==> src/crbu_pkg.sv <==
// ----------------------------------------------------------------------------
// crbu_pkg: shared types and constants of the bicubic upscaler
// Opcodes, register indexes, reset values and datapath widths.
// ----------------------------------------------------------------------------
`default_nettype none

package crbu_pkg;

  localparam int DefMaxWidth  = 64;
  localparam int DefMaxHeight = 64;
  localparam int DefSampleBits = 32;
  localparam int MaxFactor    = 16;

  // configuration register widths and indexes
  localparam int CfgAddrBits = 2;
  localparam int CfgDataBits = 39;
  localparam int DimBits     = 7;
  localparam int FactorBits  = 5;
  localparam int LimitBits   = 39;

  localparam logic [CfgAddrBits-1:0] CFG_SRC_WIDTH  = 2'd0;
  localparam logic [CfgAddrBits-1:0] CFG_SRC_HEIGHT = 2'd1;
  localparam logic [CfgAddrBits-1:0] CFG_FACTOR     = 2'd2;
  localparam logic [CfgAddrBits-1:0] CFG_LIMIT      = 2'd3;

  localparam logic [DimBits-1:0]    RST_SRC_WIDTH  = 7'd64;
  localparam logic [DimBits-1:0]    RST_SRC_HEIGHT = 7'd64;
  localparam logic [FactorBits-1:0] RST_FACTOR     = 5'd10;
  localparam logic [LimitBits-1:0]  RST_LIMIT      = 39'd4096000000;

  localparam logic OP_WRITE   = 1'b0;
  localparam logic OP_COMPUTE = 1'b1;

  // port field widths
  localparam int SrcIdxBits  = 6;
  localparam int DestIdxBits = 10;
  localparam int PixelBits   = 40;

  // position divider: |2i-R| in Q16 over 2R
  localparam int WholeBits = DestIdxBits + 1;
  localparam int DivNBits  = WholeBits + 16;
  localparam int DivDBits  = FactorBits + 1;

  // kernel argument (Q16, three integer bits) and weight (Q16)
  typedef logic signed [18:0] arg_t;
  typedef logic signed [17:0] weight_t;

endpackage

`default_nettype wire

==> src/crbu_kernel.sv <==
// ----------------------------------------------------------------------------
// crbu_kernel: pipelined Catmull-Rom weight unit
// Takes a Q16 argument and returns the Q16 weight from its last pipeline stage.
// ----------------------------------------------------------------------------
`default_nettype none

module crbu_kernel (
  input  wire logic             clk_i,
  input  wire logic             rst_ni,
  input  wire logic             in_valid_i,
  input  wire crbu_pkg::arg_t   arg_i,
  output logic                  out_valid_o,
  output crbu_pkg::weight_t     weight_o
);

  import crbu_pkg::*;

  logic [5:0] v_q;

  // stage 1
  logic [18:0] tabs;
  logic        zero1_q, far1_q;
  logic [16:0] f1_q;
  logic [33:0] f2_1_q;
  // stage 2
  logic        zero2_q, far2_q;
  logic [16:0] f2s_q;
  logic [33:0] f2_2_q;
  logic [50:0] f3_2_q;
  // stage 3
  logic               zero3_q;
  logic signed [63:0] num_d, num_q;
  logic signed [63:0] f3e, f2e, f1e;
  // stage 4
  logic        zero4_q, neg4_q;
  logic [18:0] mag4_q;
  logic [63:0] nabs;
  // stage 5
  logic        zero5_q, neg5_q;
  logic [18:0] mag5_q;
  logic [17:0] est5_q;
  logic [35:0] est_prod;
  // stage 6
  logic [20:0] est6;
  logic [17:0] quo;

  assign tabs     = arg_i[18] ? 19'(-arg_i) : arg_i;
  assign f3e      = $signed({13'b0, f3_2_q});
  assign f2e      = $signed({14'b0, f2_2_q, 16'b0});
  assign f1e      = $signed({15'b0, f2s_q, 32'b0});
  assign nabs     = num_q[63] ? 64'(-num_q) : num_q;
  assign est_prod = mag4_q * 17'd43691;
  assign est6     = {1'b0, est5_q, 2'b0} + {2'b0, est5_q, 1'b0};
  // reciprocal estimate is at most one high
  assign quo      = (est6 > {2'b0, mag5_q}) ? est5_q - 1'b1 : est5_q;

  always_comb begin
    if (!far2_q) begin
      num_d = 64'sd9 * f3e - 64'sd15 * f2e + 64'sh0006_0000_0000_0000;
    end else begin
      num_d = 64'sd15 * f2e - 64'sd3 * f3e - 64'sd24 * f1e + 64'sh000C_0000_0000_0000;
    end
  end

  always_ff @(posedge clk_i or negedge rst_ni) begin
    if (!rst_ni) begin
      v_q         <= '0;
      out_valid_o <= 1'b0;
    end else begin
      v_q         <= {v_q[4:0], in_valid_i};
      out_valid_o <= v_q[4];
    end
  end

  always_ff @(posedge clk_i) begin
    zero1_q <= tabs[17];
    far1_q  <= tabs[16];
    f1_q    <= tabs[16:0];
    f2_1_q  <= tabs[16:0] * tabs[16:0];

    zero2_q <= zero1_q;
    far2_q  <= far1_q;
    f2s_q   <= f1_q;
    f2_2_q  <= f2_1_q;
    f3_2_q  <= f2_1_q * f1_q;

    zero3_q <= zero2_q;
    num_q   <= num_d;

    zero4_q <= zero3_q;
    neg4_q  <= num_q[63];
    mag4_q  <= nabs[50:32];

    zero5_q <= zero4_q;
    neg5_q  <= neg4_q;
    mag5_q  <= mag4_q;
    est5_q  <= est_prod[35:18];

    if (zero5_q) begin
      weight_o <= '0;
    end else begin
      weight_o <= neg5_q ? weight_t'(-quo) : weight_t'(quo);
    end
  end

endmodule

`default_nettype wire

==> config.mk <==
export PLATFORM = sky130hd
export DESIGN_NAME = crbu_kernel
export DESIGN_NICKNAME = d
export VERILOG_FILES = /design/src/crbu_pkg.sv /design/src/crbu_kernel.sv
export SDC_FILE = /design/constraint.sdc
export NUM_CORES = 2
export LEC_CHECK = 0
export ABC_AREA = 1
export BUFFER_PORTS_ARGS = -buffer_cell sky130_fd_sc_hd__buf_4
export CAP_MARGIN = 20
export CORE_MARGIN = 3
export CORE_UTILIZATION = 50
export DETAILED_ROUTE_END_ITERATION = 7
export GPL_ROUTABILITY_DRIVEN = 0
export HOLD_SLACK_MARGIN = 0.05
export MAX_ROUTING_LAYER = met4
export PLACE_DENSITY_LB_ADDON = 0.1
export SYNTH_ARGS = -nofsm -noshare
export SYNTH_HDL_FRONTEND = slang
export SYNTH_SLANG_ARGS = --single-unit
==> constraint.sdc <==
create_clock -name clk_i -period 17.3 [get_ports clk_i]
set_input_delay 0.865 -clock clk_i [delete_from_list [all_inputs] [get_ports clk_i]]
set_output_delay 0.865 -clock clk_i [all_outputs]
set_load 0.01 [all_outputs]
After elaboration in Yosys (flattened, before gate mapping)

Index checks and enable logic that the tools add are counted.

Input port bits: 22
Register bits: 305
Output and inout port bits: 19
Logic and storage cells: 44

Add/subtract/negate cells: 10
$mul: 7
Order comparisons: 1
Multiplexer cells: 5

Operators by type and width:

| operator                                                               | number |
|---|---|
| 64-bit by 52-bit adder with 64-bit output (second input constant)      | 1 |
| 64-bit two-way mux                                                     | 1 |
| 56-bit by 64-bit subtractor with 64-bit output                         | 1 |
| 56-bit by 53-bit adder with 57-bit output (second input constant)      | 1 |
| 55-bit by 55-bit subtractor with 56-bit output                         | 1 |
| 4-bit by 51-bit multiplier with 55-bit output (first input constant)   | 1 |
| 54-bit by 53-bit subtractor with 55-bit output                         | 1 |
| 18-bit two-way mux                                                     | 3 |
| 2-bit by 51-bit multiplier with 53-bit output (first input constant)   | 1 |
| 34-bit by 17-bit multiplier with 51-bit output                         | 1 |
| 51-bit two-way mux                                                     | 1 |
| 51-bit negator                                                         | 1 |
| 4-bit by 34-bit multiplier with 38-bit output (first input constant)   | 1 |
| 18-bit negator                                                         | 2 |
| 19-bit by 16-bit multiplier with 35-bit output (second input constant) | 1 |
| 17-bit by 17-bit multiplier with 34-bit output                         | 1 |
| 19-bit by 18-bit adder with 20-bit output                              | 1 |
| 20-bit by 19-bit > comparator with 1-bit output                        | 1 |
| 2-bit by 17-bit multiplier with 19-bit output (first input constant)   | 1 |
| 17-bit by 1-bit subtractor with 18-bit output (second input constant)  | 1 |

Longest topological paths before layout

Depth after elaboration: 5
Depth in mapped cells: 43
Mapped depth without buffers: 43

Least setup slack after synthesis

Ideal clock, no wire load.

Kind: input to register
From: in arg_i[0]
To: reg f2_1_q[31]
Buffers on the path: 1
Required time: 17.228 ns
Stages on the path: 39
Library setup time: 0.072 ns
Path slack: 9.404 ns
Data arrival time: 7.824 ns
Path through: inv_1 clkbuf_1 ha_1 inv_1 nor3_1 inv_1 nor3_1 nand2_1 inv_1 nand2_1 nand2_1 nand2_1 nand2_1 clkinv_1 nor2_1 fa_1 fa_1 inv_1 [3 not listed] inv_1 fa_1 fa_1 inv_1 ha_1 nand2_1 nor2_1 nand2_1 o211ai_1 a31oi_1 o21ai_0 nand3_1 nand2_1 nand2_1 nand2_1 nand3_1 o211ai_1 xor2_1

Word-level cells in the longest chain between the ends: 3

Ends and longest elaborated chain:

| item                                           | line              | source |
|---|---|---|
| start, declared                                | crbu_kernel.sv:11 | `input wire crbu_pkg::arg_t arg_i,` |
| 18-bit negator                                 | crbu_kernel.sv:47 | `assign tabs = arg_i[18] ? 19'(-arg_i) : arg_i;` |
| 18-bit two-way mux                             | crbu_kernel.sv:47 |  |
| net tabs[10]                                   | crbu_kernel.sv:21 | `logic [18:0] tabs;` |
| 17-bit by 17-bit multiplier with 34-bit output | crbu_kernel.sv:79 | `f2_1_q <= tabs[16:0] * tabs[16:0];` |
| end signal, assigned                           | crbu_kernel.sv:79 |  |
| end, declared                                  | crbu_kernel.sv:24 | `logic [33:0] f2_1_q;` |

The timed path passes the listed nets, and every way through them passes these cells.
A chain may end at the register's enable or synchronous reset.

Final worst setup path

Ends and elaborated chain as after synthesis.

==> impl_metrics.toml <==
[synth]
synth-async-reset-ratio_pct = 2.098
netlist_instances = 7797
netlist_area_um2 = 59710
synth_area_leaders = "fa_1 (29%), ha_1 (17%), inv_1 (12%)"
yosys.area.top_type = "fa_1"
synth_top_flop_cell = "dfxtp_1"
yosysWarningCount = 0
synth_edf_count = 0
synth-seq-cells = 286
syn_avg_cell_area_um2 = 7.658
synth_cell_types = 68
yosysSeqAreaShare_pct = 9.639
synth_top_area_share_pct = 29.00

[drt]
vias = 50270
drc_errors = 0
ant_nets = 0
drtPass1Iterations = 6
wl_um = 175500
wire_per_inst_um = 18.83
drtIter0Drc = 3566
detail_route.vias_per_cell = 5.392

[floorplan]
start_util_pct = 50.50
die-area_um2 = 123600
die_h_um = 351.6
ios = 41
rows = 126
coreArea_um2 = 118200
die_x_um = 351.6

[global_route]
grt_pass1_wl_um = 282600
antenna_found_initial = 5
grt_max_degree = 72
first_global_vias = 51780
grt_overflow = 0
grt_usage_pct = 29.99

[clock_network]
clk_path_buf_depth = 3
cts_setup_buffers = 0
numCtsBuffers = 41
cts-root-buf = "clkbuf_16"
clk_latency_ns = 0.65
cts_tree = "yes"
clk_pin_slew_ns = 0.06
clock-sinks = 286
h-tree-depth = 2

[final_layout]
final_cells = 9322
seqCellArea_um2 = 5758
multi_input_area_um2 = 46140
final_util_pct = 53.23
finalNetCount = 9451
drive_above_1_share_pct = 2.878
area_growth_pct = 5.411
final.fill_count = 11660

[timing]
grt_setup_unrepaired = "false"
tns_ns = 0
period_share_pct = 50.17
final_max_slew_viol_count = 0
tightest_slew_ns = 1.174
finalClockSkew_ns = 0.08222
finalCriticalPeriod_ns = 8.680
setup_violations = 0
max_freq_mhz = 115.2
relSlewSlack_pct = 21.64
hold_violations = 0

[outcome]
status = "complete, no violations"

[min_path]
worstHoldPathType = "flop to flop"

[placement]
numPlacedInstances = 9244
port_buffers = 40
dp_hpwl_um = 145600

[critical_path]
cpMaxStageDelayCell = "fa_1"
critPathCaptureType = "flop"
crit_type = "input port to flop"
path_max_fanout = 17
cp_common_cell = "nand2_1"
critical-path-max-stage-delay_ns = 0.56
crit_path_start_kind = "input port"
required_ns = 17.88
cp.arrival_ns = 9.26

[flow_run]
cap_violations = 0
final timing paths:
path                           start     endpoint  slack [ns]  cells past startpoint
setup reg to reg           f2_2_q[3]    num_q[50]        9.06                     35
hold reg to reg              zero2_q      zero3_q        0.32                      0
hold / removal               zero2_q      zero3_q        0.32                      0
min in group asynchronous     rst_ni  out_valid_o        0.65                      2
max in group asynchronous     rst_ni       v_q[1]       16.54                      2
setup / recovery            arg_i[0]   f2_1_q[31]        8.62                     39
per-layer routing:
layer	vias up	GRT usage, %	part of all wire (%)
met5	-	-	0
met4	0	10.28	4.0
met3	317	3.300	5.3
met2	1416	48.23	46
met1	24510	39.50	45
li1	24020	-	-
what timing repair did:
action / 4_1_cts / 5_1_grt
setup endpoints to repair: 0 / 0
endpoints found under the hold margin: 6 / 0
gates resized for setup: 0 / 0
hold buffers: 1 / 0
state kept, by name, summed over array words and instances, names as in the netlist, 16 cells and up:
name and flops:
weight_o 18, f3_2_q 51, f1_q 16, est5_q 17
num_q 52, mag5_q 19, f2_1_q 33, mag4_q 19
f2s_q 16, f2_2_q 32
worst max-delay path, delay by kind of cell:
kind	cells	cell delay, ns
adders and majority gates	8	3.63
and+or+nand+nor	16	2.39
buffers and inverters	10	1.49
AOI/OAI and AO/OA	4	0.74
xor gates and xnor gates	1	0.15
logic make-up after synthesis:
kind of cell,Yosys count,share of synthesized area [%]
AND/OR/NAND/NOR,2235,15.13
AO/OA/AOI/OAI,1194,11.32
buffers and inverters,2080,13.13
multiplexers,2,0.03772
XOR/XNOR,321,4.709
adder cells (fa/ha/maj),1677,46.02
flip-flops,286,9.639
other,2,0.01258
synthesized netlist by cell type, types with 3 or more instances:
cell / number
nor3_1: 55
o21ai_2: 6
fa_1: 865
a221oi_1: 4
a21boi_0: 15
inv_2: 7
o311ai_0: 3
buf_1: 5
nand4_1: 32
o21bai_1: 25
a21o_1: 21
nand2_1: 1390
o21a_1: 42
or2_2: 12
nand2_2: 25
o31ai_1: 13
a41oi_1: 3
clkinv_1: 6
a21oi_1: 561
inv_1: 1899
nand3_2: 4
nor2_1: 538
nor2_4: 4
nand3_1: 122
o221ai_1: 19
nor2_2: 5
a31oi_1: 101
ha_1: 812
nand3b_1: 3
xnor2_1: 122
nand2_4: 5
nor4_1: 28
and3_1: 3
xor2_1: 199
clkbuf_1: 158
o21ai_0: 289
o211ai_1: 32
dfxtp_1: 280
o21ai_1: 21
a211oi_1: 9
dfrtp_1: 6
a31o_2: 3
o2111ai_1: 7
cell type report:
type | instances | area share [%]
Sequential cell | 286 | 9.149
Inverter | 1912 | 11.40
Multi-Input combinational cell | 5438 | 73.31
Clock buffer | 53 | 1.781
Tap cell | 1536 | 3.053
Antenna cell | 4 | 0.01590
Timing Repair Buffer | 73 | 0.8747
Clock inverter | 20 | 0.4175
through the flow:
stage	instance area [um^2]	hold WS [ns]	setup slack, ns
after global routing	62940	0.3234	7.856
final	62940	0.3213	8.620
after global placement	61540	0.3153	8.410
after floorplan	59730	0.3096	9.404
after CTS	62930	0.3119	8.835
after detailed placement	61540	0.3179	8.166
layout by cell type, fill, tap and decap left out, drive strengths merged, types with 7 or more instances in the layout:
cell type,instances
a211oi,9
o221ai,19
xnor2,122
nor3,56
ha,812
clkbuf,53
conb,9
o21bai,27
xor2,199
o211ai,32
or2,12
nand3,127
nand2,1420
a21boi,17
a21oi,564
a21o,21
o31ai,13
clkinv,16
o2111ai,7
a31oi,101
nand4,33
o21a,42
fa,865
dfxtp,280
nor4,28
nor2,547
buf,72
o21ai,317
inv,1909
Power is not shown: default switching activity piles up to over one toggle a cycle in this logic, so the estimate is an artifact.
