### src/crbu_div.sv
// ----------------------------------------------------------------------------
// crbu_div: restoring serial divider
// One quotient bit per cycle; done pulses after NB steps, quotient holds.
// ----------------------------------------------------------------------------
`default_nettype none

module crbu_div #(
  parameter int NB = 27,
  parameter int DB = 6
) (
  input  wire logic          clk_i,
  input  wire logic          rst_ni,
  input  wire logic          start_i,
  input  wire logic [NB-1:0] dividend_i,
  input  wire logic [DB-1:0] divisor_i,
  output logic               done_o,
  output logic      [NB-1:0] quotient_o
);

  localparam int CW = $clog2(NB + 1);

  logic          busy_q;
  logic [CW-1:0] cnt_q;
  logic [DB-1:0] rem_q;
  logic [NB-1:0] quo_q;
  logic [DB-1:0] den_q;
  logic [DB:0]   rem_sh;
  logic [DB:0]   diff;
  logic          ge;

  assign rem_sh = {rem_q, quo_q[NB-1]};
  assign diff   = rem_sh - {1'b0, den_q};
  assign ge     = rem_sh >= {1'b0, den_q};

  always_ff @(posedge clk_i or negedge rst_ni) begin
    if (!rst_ni) begin
      busy_q <= 1'b0;
      cnt_q  <= '0;
      done_o <= 1'b0;
    end else begin
      done_o <= 1'b0;
      if (start_i) begin
        busy_q <= 1'b1;
        cnt_q  <= CW'(NB);
      end else if (busy_q) begin
        cnt_q <= cnt_q - 1'b1;
        if (cnt_q == CW'(1)) begin
          busy_q <= 1'b0;
          done_o <= 1'b1;
        end
      end
    end
  end

  always_ff @(posedge clk_i) begin
    if (start_i) begin
      quo_q <= dividend_i;
      rem_q <= '0;
      den_q <= divisor_i;
    end else if (busy_q) begin
      rem_q <= ge ? diff[DB-1:0] : rem_sh[DB-1:0];
      quo_q <= {quo_q[NB-2:0], ge};
    end
  end

  assign quotient_o = quo_q;

endmodule

`default_nettype wire

### config.mk
export PLATFORM = sky130hd
export DESIGN_NAME = crbu_div
export DESIGN_NICKNAME = d
export VERILOG_FILES = /design/src/crbu_div.sv
export SDC_FILE = /design/constraint.sdc
export NUM_CORES = 1
export LEC_CHECK = 0
export BUFFER_PORTS_ARGS = -buffer_cell sky130_fd_sc_hd__clkbuf_2
export CAP_MARGIN = 20
export CORE_MARGIN = 2
export CORE_UTILIZATION = 40
export CTS_BUF_LIST = sky130_fd_sc_hd__clkbuf_8
export DETAILED_ROUTE_END_ITERATION = 10
export PLACE_DENSITY = 0.67
export SETUP_SLACK_MARGIN = 0.4
export SLEW_MARGIN = 10
export SYNTH_ARGS = -nofsm -noshare
export SYNTH_HDL_FRONTEND = slang
export SYNTH_SLANG_ARGS = --single-unit
### constraint.sdc
create_clock -name clk_i -period 2.05 [get_ports clk_i]
set_clock_uncertainty 0.05 [all_clocks]
set_input_delay 0 -clock clk_i [delete_from_list [all_inputs] [get_ports clk_i]]
set_output_delay 0 -clock clk_i [all_outputs]
set_load 0.02 [all_outputs]
After elaboration in Yosys (flattened, before gate mapping)
Index checks and enable logic that the tools add are counted.
{"block": "op_classes", "n_mux": 11, "n_addsub": 2, "n_lt_le_gt_ge": 1, "reduce_logical": 1, "eq_ne": 1}
{"operator": "$mux 27", "n": 2}
{"operator": "$mux 5", "n": 2}
{"operator": "$ge 7x6->1", "n": 1}
{"operator": "$mux 1", "n": 6}
{"operator": "$mux 6", "n": 1}
{"operator": "$sub 6x6->6", "n": 1}
{"operator": "$eq 5x1->1 const B", "n": 1}
{"operator": "$sub 5x1->5 const B", "n": 1}
{"operator": "$reduce_bool 2->1", "n": 1}
{"block": "totals", "regBits": 46, "inputBits": 36}

Depth between registers and ports, before layout
Gate-level depths: netlist (run 1).
{"block": "logic_depth", "ltp_word": 4, "mapped_depth": 8, "ltp_nobuf": 8}

Least setup slack after synthesis (run 1)
OpenSTA, ideal clock, no wires.
{"block": "synth_timing", "path_kind": "flip-flop to flip-flop", "start": "register quo_q[26], in the netlist quotient_o[26]", "end": "register rem_q[1]", "path_buffers": 1, "path_stages_with_launch": 9, "setup_time_ns": 0.127, "slack_ns": -0.082, "arrival_time_ns": 1.955, "path_cell_list": "edfxtp_1 -> inv_1 -> ha_1 -> and2b_2 -> o21ai_0 -> a41o_1 -> buf_6 -> nor4bb_1 -> or3_1"}
{"block": "synth_between", "elab_chain_cells": 2}
{"item": "start: declaration", "line_no": "25", "source": "logic [NB-1:0] quo_q;"}
{"item": "start signal: assignment", "line_no": "57", "source": "quo_q <= dividend_i;"}
{"item": "start signal: assignment", "line_no": "62", "source": "quo_q <= {quo_q[NB-2:0], ge};"}
{"item": "$sub 6x6->6 / $ge 7x6->1 (equally long branches)", "line_no": "32, 33"}
{"item": "$mux 6 *", "line_no": "61", "source": "rem_q <= ge ? diff[DB-1:0] : rem_sh[DB-1:0];"}
{"item": "end signal: assignment", "line_no": "61"}
{"item": "end: declaration", "line_no": "24", "source": "logic [DB-1:0] rem_q;"}
Every way passes the cells marked *; elsewhere a longest branch is shown, timed or not.
A chain may end at the register's enable or synchronous reset.

Worst setup path in the final report (run 1)
{"block": "layout_timing", "start": "register den_q[4]", "end": "register rem_q[0]"}
{"block": "layout_between", "elab_chain_cells": 2}
{"item": "start: declaration", "line_no": "26", "source": "logic [DB-1:0] den_q;"}
{"item": "start signal: assignment", "line_no": "59", "source": "den_q <= divisor_i;"}
{"item": "$ge 7x6->1", "line_no": "33", "source": "assign ge = rem_sh >= {1'b0, den_q};"}
{"item": "$mux 6", "line_no": "61"}
Every way passes these cells.

==> summary.txt, run 1 <==
Setup path
  • Crit path kind: flop to flop
  • Critical path endpoint category: flop
  • CP required: 2230 ps
  • Worst Path Max Fanout: 8
  • Startpoint Class: flop
  • Critical path data arrival time: 2170 ps

Timing
  • Clock period minus final worst setup slack: 1990 ps
  • Setup TNS: 0 ps
  • Final hold viol count: 0
  • Slew @ Worst Pin: 494 ps
  • Max Slew Vio Count: 0
  • Final period util: 97.3%
  • Max-slew headroom: 67.1%
  • RSZ-0062 raised after global routing: true
  • Finish-stage setup viols: 0
  • PnR worst setup slack: 56.3 ps
  • Fmax: 0.502 GHz
  • Fin Hold WS: 145 ps

Synthesis
  • Seq cells post-synth: 46
  • Register area share after synthesis: 57.5%
  • Yosys cell types: 34
  • Synth Net Count: 213
  • Yosys warnings: 0
  • Synth Area per Inst: 13.4 um2
  • Cell count after synthesis: 167
  • Post-Syn Area: 2240 um2

GRT
  • GR Overflow Total: 0
  • Initial antenna violation count: 0
  • Vias in the first global route: 1,584
  • Global-route wire length before repair: 7.48 mm
  • Largest net degree at the start of global routing: 28
  • GRT Total Usage: 15.6%

Hold path
  • HP Class: input port to flop

Finish
  • Design area: 3240 um2
  • Fraction of layout cells with a size suffix above 1: 45.3%
  • Final #Nets: 321
  • Antenna diodes: 0
  • Most frequent cells in the layout: clkbuf_2 (63), dlygate4sd3_1 (36), edfxtp_1 (33)
  • Layout area overhead: 44.5%
  • Commonest non-fill, non-tap cell in the layout: clkbuf_2

Place
  • DPL Wire Length: 2.97 mm
  • Pre-CTS WS: 18.5 ps
  • Final GP Congestion: 0.756
  • IO buf count: 63
  • Placed cell areas: 2720 um2

Clocking
  • H-tree depth: 2
  • CTS Buf Count: 5
  • Clk buf depth: 2
  • Sinks on Clock Net: 46
  • CTS tree: built
  • Clock slew at reported path FFs: 90 ps
  • Skew-Pair Late Insertion Delay: 300 ps
  • Root buf cell: clkbuf_8

Routing
  • Routed wire per std cell: 13.1 um
  • Via count: 1,620
  • DRT iter0 DRCs: 76
  • Remaining antenna violation count after routing: 0
  • Drt drc: 0
  • DR pass1 iterations: 4
  • WL final: 4.55 mm
  • Vias per inst: 4.66

Job
  • Max-Cap Viols: 0

Status
  • Outcome: complete, no violations

Power
  • Total power: 2.81 mW
  • Leakage: 1.40 nW
  • PD cells: 868 nW/um2
  • IR Drop Worst-Case VDD: 0.602 mV

Floorplanning
  • DIE AREA: 6210 um2
  • Core Rows: 27
  • Die Width: 78.8 um
  • CORE AREA: 5440 um2
  • Die Ht: 78.8 um
  • Io pins: 64
  • Initial Utilization: 41.2%
[timing repair]
action | 4_1_cts | 5_1_grt
hold endpoints to repair | 40 | 0
buffers inserted | 0 | 1
resized for setup | 4 | 4
hold buffers | 36 | 0
endpoints found under the setup margin | 7 | 9
pin swaps | 6 | 1
[registers in the layout, summed over array words and instances, names as in the netlist]
name / flops
den_q: 6
busy_q: 1
cnt_q: 5
quotient_o: 27
done_o: 1
rem_q: 6
[cell usage after synthesis]
| library cell | n | area (um2) |
|---|---|---|
| a211o_1 | 1 | 8.76 |
| a211oi_1 | 4 | 30.0 |
| a211oi_2 | 1 | 12.5 |
| a21o_1 | 2 | 15.0 |
| a21oi_1 | 4 | 20.0 |
| a22oi_1 | 1 | 7.51 |
| a41o_1 | 1 | 10.0 |
| and2b_2 | 1 | 8.76 |
| buf_6 | 1 | 11.3 |
| clkbuf_1 | 7 | 26.3 |
| dfrtp_1 | 7 | 175 |
| dfxtp_1 | 6 | 120 |
| edfxtp_1 | 33 | 991 |
| fa_1 | 1 | 20.0 |
| ha_1 | 9 | 113 |
| inv_1 | 11 | 41.3 |
| mux2_2 | 28 | 315 |
| mux2_4 | 1 | 15.0 |
| mux2i_1 | 3 | 30.0 |
| nand2_1 | 4 | 15.0 |
| nand2b_1 | 6 | 37.5 |
| nor2_1 | 11 | 41.3 |
| nor2b_1 | 1 | 6.26 |
| nor3_1 | 2 | 10.0 |
| nor3b_1 | 3 | 22.5 |
| nor4b_1 | 1 | 8.76 |
| nor4bb_1 | 1 | 10.0 |
| o21a_1 | 1 | 7.51 |
| o21ai_0 | 5 | 25.0 |
| or2_2 | 1 | 6.26 |
| or3_1 | 1 | 6.26 |
| or4b_2 | 1 | 10.0 |
| xnor2_1 | 4 | 35.0 |
| xor2_1 | 3 | 26.3 |
[final timing paths]
| path | from | to | cells past startpoint | slack, ps |
|---|---|---|---|---|
| max reg2reg | den_q[4]$_DFFE_PP_ | rem_q[0]$_SDFFE_PP0P_ | 7 | 60 |
| min in group asynchronous | rst_ni | done_o$_DFF_PN0_ | 3 | 520 |
| max | den_q[4]$_DFFE_PP_ | rem_q[0]$_SDFFE_PP0P_ | 7 | 60 |
| max in group asynchronous | rst_ni | cnt_q[0]$_DFFE_PN0P_ | 4 | 660 |
| min reg2reg | rem_q[4]$_SDFFE_PP0P_ | rem_q[4]$_SDFFE_PP0P_ | 2 | 470 |
| min | start_i | rem_q[0]$_SDFFE_PP0P_ | 2 | 150 |
[where the power goes]
| part | internal (mW) | switching [mW] |
|---|---|---|
| Combinational | 0.463 | 0.432 |
| Clock | 0.363 | 0.323 |
| Sequential | 1.14 | 0.0900 |
[metal layers]
metal,share of wire (%),track usage (%),vias up
li1,-,-,815
met1,43,19.9,748
met2,50,26.0,49
met3,5.4,4.09,8
met4,1.6,4.74,0
met5,0,0,-
[through the flow]
step	utilization, %	std cells
after floorplan	-	167
after global placement	50.0	303
after detailed placement	50.0	303
after CTS	59.1	347
after global routing	59.5	348
final	59.5	348
[worst max-delay path, stage by stage (launching register included)]
cell and delay [ps]:
edfxtp_1 390, inv_2 80, ha_4 200, a21o_1 170
a211o_1 270, a41o_4 290, mux2_4 310, a211oi_2 160
[area by class of cell]
type,count,area [um2]
Fill cell,430,2200
Sequential cell,46,1290
Multi-Input combinational cell,102,937
Timing Repair Buffer,109,767
Tap cell,72,90.1
Clock buffer,5,68.8
Clock inverter,3,45.0
Inverter,11,41.3
[kinds of logic after synthesis]
group | share of synthesized area (%)
compound gates | 6.09
mux | 16.1
simple gates | 8.16
xor+xnor | 2.74
fa+ha+maj | 5.93
flops | 57.5
buf+inv | 3.52
No activity file was read; power rests on OpenSTA's default activity.
==> inputs of run 2 (changes only) <==
Settings changed: ABC_AREA set to 1, PLACE_DENSITY 0.67 to 0.66.
==> run 2 against run 1 <==
- hold slack worse by 140 ps
- synthesized cell count up 53%
- core utilization up 0.61 points
- largest cell class unchanged
- combinational power up 24%
- setup slack better by 270 ps
- clock power up 1%
- sequential power about the same
- sequential cell count unchanged
- global-route usage up 2.6 points
- first-iteration DRC count up 32%
- area after synthesis up 2.4%
- wire length up 19%
==> summary.txt, run 2 <==
Timing
  • Fmax: 0.579 GHz
  • RSZ-0062 raised after global routing: true
  • Setup TNS: 0 ps
  • Slew @ Worst Pin: 540 ps
  • Finish-stage setup viols: 0
  • Final period util: 84.3%
  • Max Slew Vio Count: 0
  • Clock period minus final worst setup slack: 1730 ps
  • Final hold viol count: 0
  • Max-slew headroom: 63.9%
  • PnR worst setup slack: 322 ps

Clocking
  • Clk buf depth: 2
  • Root buf cell: clkbuf_8
  • H-tree depth: 2
  • Skew-Pair Late Insertion Delay: 290 ps
  • Clock slew at reported path FFs: 90 ps
  • Sinks on Clock Net: 46
  • CTS tree: built
  • CTS Buf Count: 5

Finish
  • Layout area overhead: 44.4%
  • Fin util: 60.1%
  • Final #Nets: 406
  • Antenna diodes: 0
  • Layout Cells excl Fill: 433
  • Fraction of layout cells with a size suffix above 1: 29.6%
  • Filler cells: 442
  • Most frequent cells in the layout: nand2_1 (107), clkbuf_2 (63), edfxtp_1 (33), dlygate4sd3_1 (33), inv_1 (26)
  • Reg area: 1290 um2
  • Max reg flops: 27
  • Commonest non-fill, non-tap cell in the layout: nand2_1
  • Multi-input gate area: 1010 um2

Synthesis
  • Yosys warnings: 0
  • Post-Syn Area: 2290 um2
  • Ys flop type: edfxtp_1
  • FFs w/ async S/R, synth: 15.2%
  • Number of synthesized flops with an enable pin: 33
  • Top-count cell post-synth: nand2_1
  • Seq cells post-synth: 46
  • Synth Area per Inst: 8.99 um2
  • Synth Net Count: 301
  • Yosys cell types: 26
  • Top-area cell type share of the netlist area: 43.2%
  • Dominant cells by area after synthesis: edfxtp_1 (43%), nand2_1 (19%), dfrtp_1 (7.6%), dfxtp_1 (5.2%), ha_1 (4.9%)
  • Cell count after synthesis: 255
  • Leading area contributor after synthesis: edfxtp_1
  • Synth top cells by count: nand2_1 (113), edfxtp_1 (33), inv_1 (27)
  • Register area share after synthesis: 56.1%

Status
  • Outcome: complete, no violations

Hold path
  • HP Class: input port to async pin

Setup path
  • Worst r2r path cells: 7
  • Startpoint Class: flop
  • Crit path kind: flop to flop
  • Worst Path Max Fanout: 7
  • Critical path data arrival time: 1710 ps
  • Critical path endpoint category: flop
  • CP required: 2040 ps

Floorplanning
  • DIE AREA: 6350 um2
  • Core Rows: 27
  • Initial Utilization: 41.6%
  • Die Ht: 79.7 um
  • Io pins: 64
  • Die Width: 79.7 um
  • CORE AREA: 5510 um2

Place
  • Pre-CTS WS: 362 ps
  • IO buf count: 63
  • Placed instance count: 388
  • DPL Wire Length: 3.41 mm
  • Final GP Congestion: 0.794

Routing
  • Drt drc: 0
  • Remaining antenna violation count after routing: 0
  • DR pass1 iterations: 5
  • WL final: 5.43 mm
  • DRT iter0 DRCs: 100
  • Via count: 1,970
  • Vias per inst: 4.55
  • Routed wire per std cell: 12.5 um

Power
  • PD cells: 916 nW/um2
  • IR Drop Worst-Case VDD: 0.519 mV
  • Leakage: 1.67 nW
  • Total power: 3.03 mW

GRT
  • Global-route wire length before repair: 8.98 mm
  • GR Overflow Total: 0
  • Vias in the first global route: 1,946
  • Initial antenna violation count: 0
  • Largest net degree at the start of global routing: 27
  • GRT Total Usage: 18.2%

Job
  • Max-Cap Viols: 0
run 2: kinds of logic after synthesis:
kind of cell	count (synthesis)	synth area share (%)
flip-flops	46	56.1
AO/OA/AOI/OAI	11	2.73
buffers and inverters	34	5.73
XOR/XNOR	2	0.764
AND/OR/NAND/NOR	152	28.9
adder cells (fa/ha/maj)	10	5.79
run 2: final cells by class:
type	instances	area share, %
Clock buffer	6	2.50
Timing Repair Buffer	104	21.3
Clock inverter	2	1.02
Inverter	28	3.18
Multi-Input combinational cell	175	30.4
Tap cell	72	2.72
Sequential cell	46	38.9
run 2: report_power, final:
group / switching (mW) / internal (mW) / total, mW / leakage, nW
sequential: 0.0971 / 1.13 / 1.23 / 0.480
combinational: 0.644 / 0.465 / 1.11 / 1.12
clock: 0.303 / 0.393 / 0.696 / 0.0626
total: 1.04 / 1.99 / 3.03 / 1.67
run 2: critical path, stage by stage, from the launching register on:
cell,delay (ps)
edfxtp_1,380
inv_2,60
buf_4,130
ha_1,330
nand2_2,100
nor2_4,50
a21oi_4,240
a31oi_1,120
run 2: timing repair:
| item | CTS | global route |
|---|---|---|
| hold buffers | 33 | 0 |
| buffers inserted | 1 | 3 |
| resized for setup | 3 | 21 |
| endpoints found under the setup margin | 6 | 7 |
| pin swaps | 0 | 4 |
| endpoints found under the hold margin | 39 | 0 |
run 2: routing by layer:
metal | up-vias | GRT usage (%) | wire [um]
met4 | 0 | 5.17 | 38
met1 | 865 | 24.5 | 2360
met3 | 5 | 4.19 | 339
li1 | 1022 | - | -
met2 | 78 | 29.4 | 2690
met5 | - | 0 | 0
run 2: worst paths after layout:
kind	slack [ps]	endpoint	startpoint
max in group asynchronous	1780	cnt_q[1]$_DFFE_PN0P_	rst_ni
hold / removal	9	cnt_q[3]$_DFFE_PN0P_	rst_ni
setup reg to reg	320	quotient_o[0]$_DFFE_PP_	quotient_o[26]$_DFFE_PP_
min in group clk_i	20	quotient_o[0]$_DFFE_PP_	dividend_i[0]
setup / recovery	320	quotient_o[0]$_DFFE_PP_	quotient_o[26]$_DFFE_PP_
hold reg to reg	430	rem_q[5]$_SDFFE_PP0P_	rem_q[5]$_SDFFE_PP0P_
run 2: through the flow:
stage / hold WS, ps / area, um2
3_5_place_dp: -199 / 2710
2_1_floorplan: -346 / 2300
4_1_cts: 20.4 / 3180
6_report: 9.34 / 3310
5_1_grt: 27.4 / 3310
3_3_place_gp: -203 / 2710
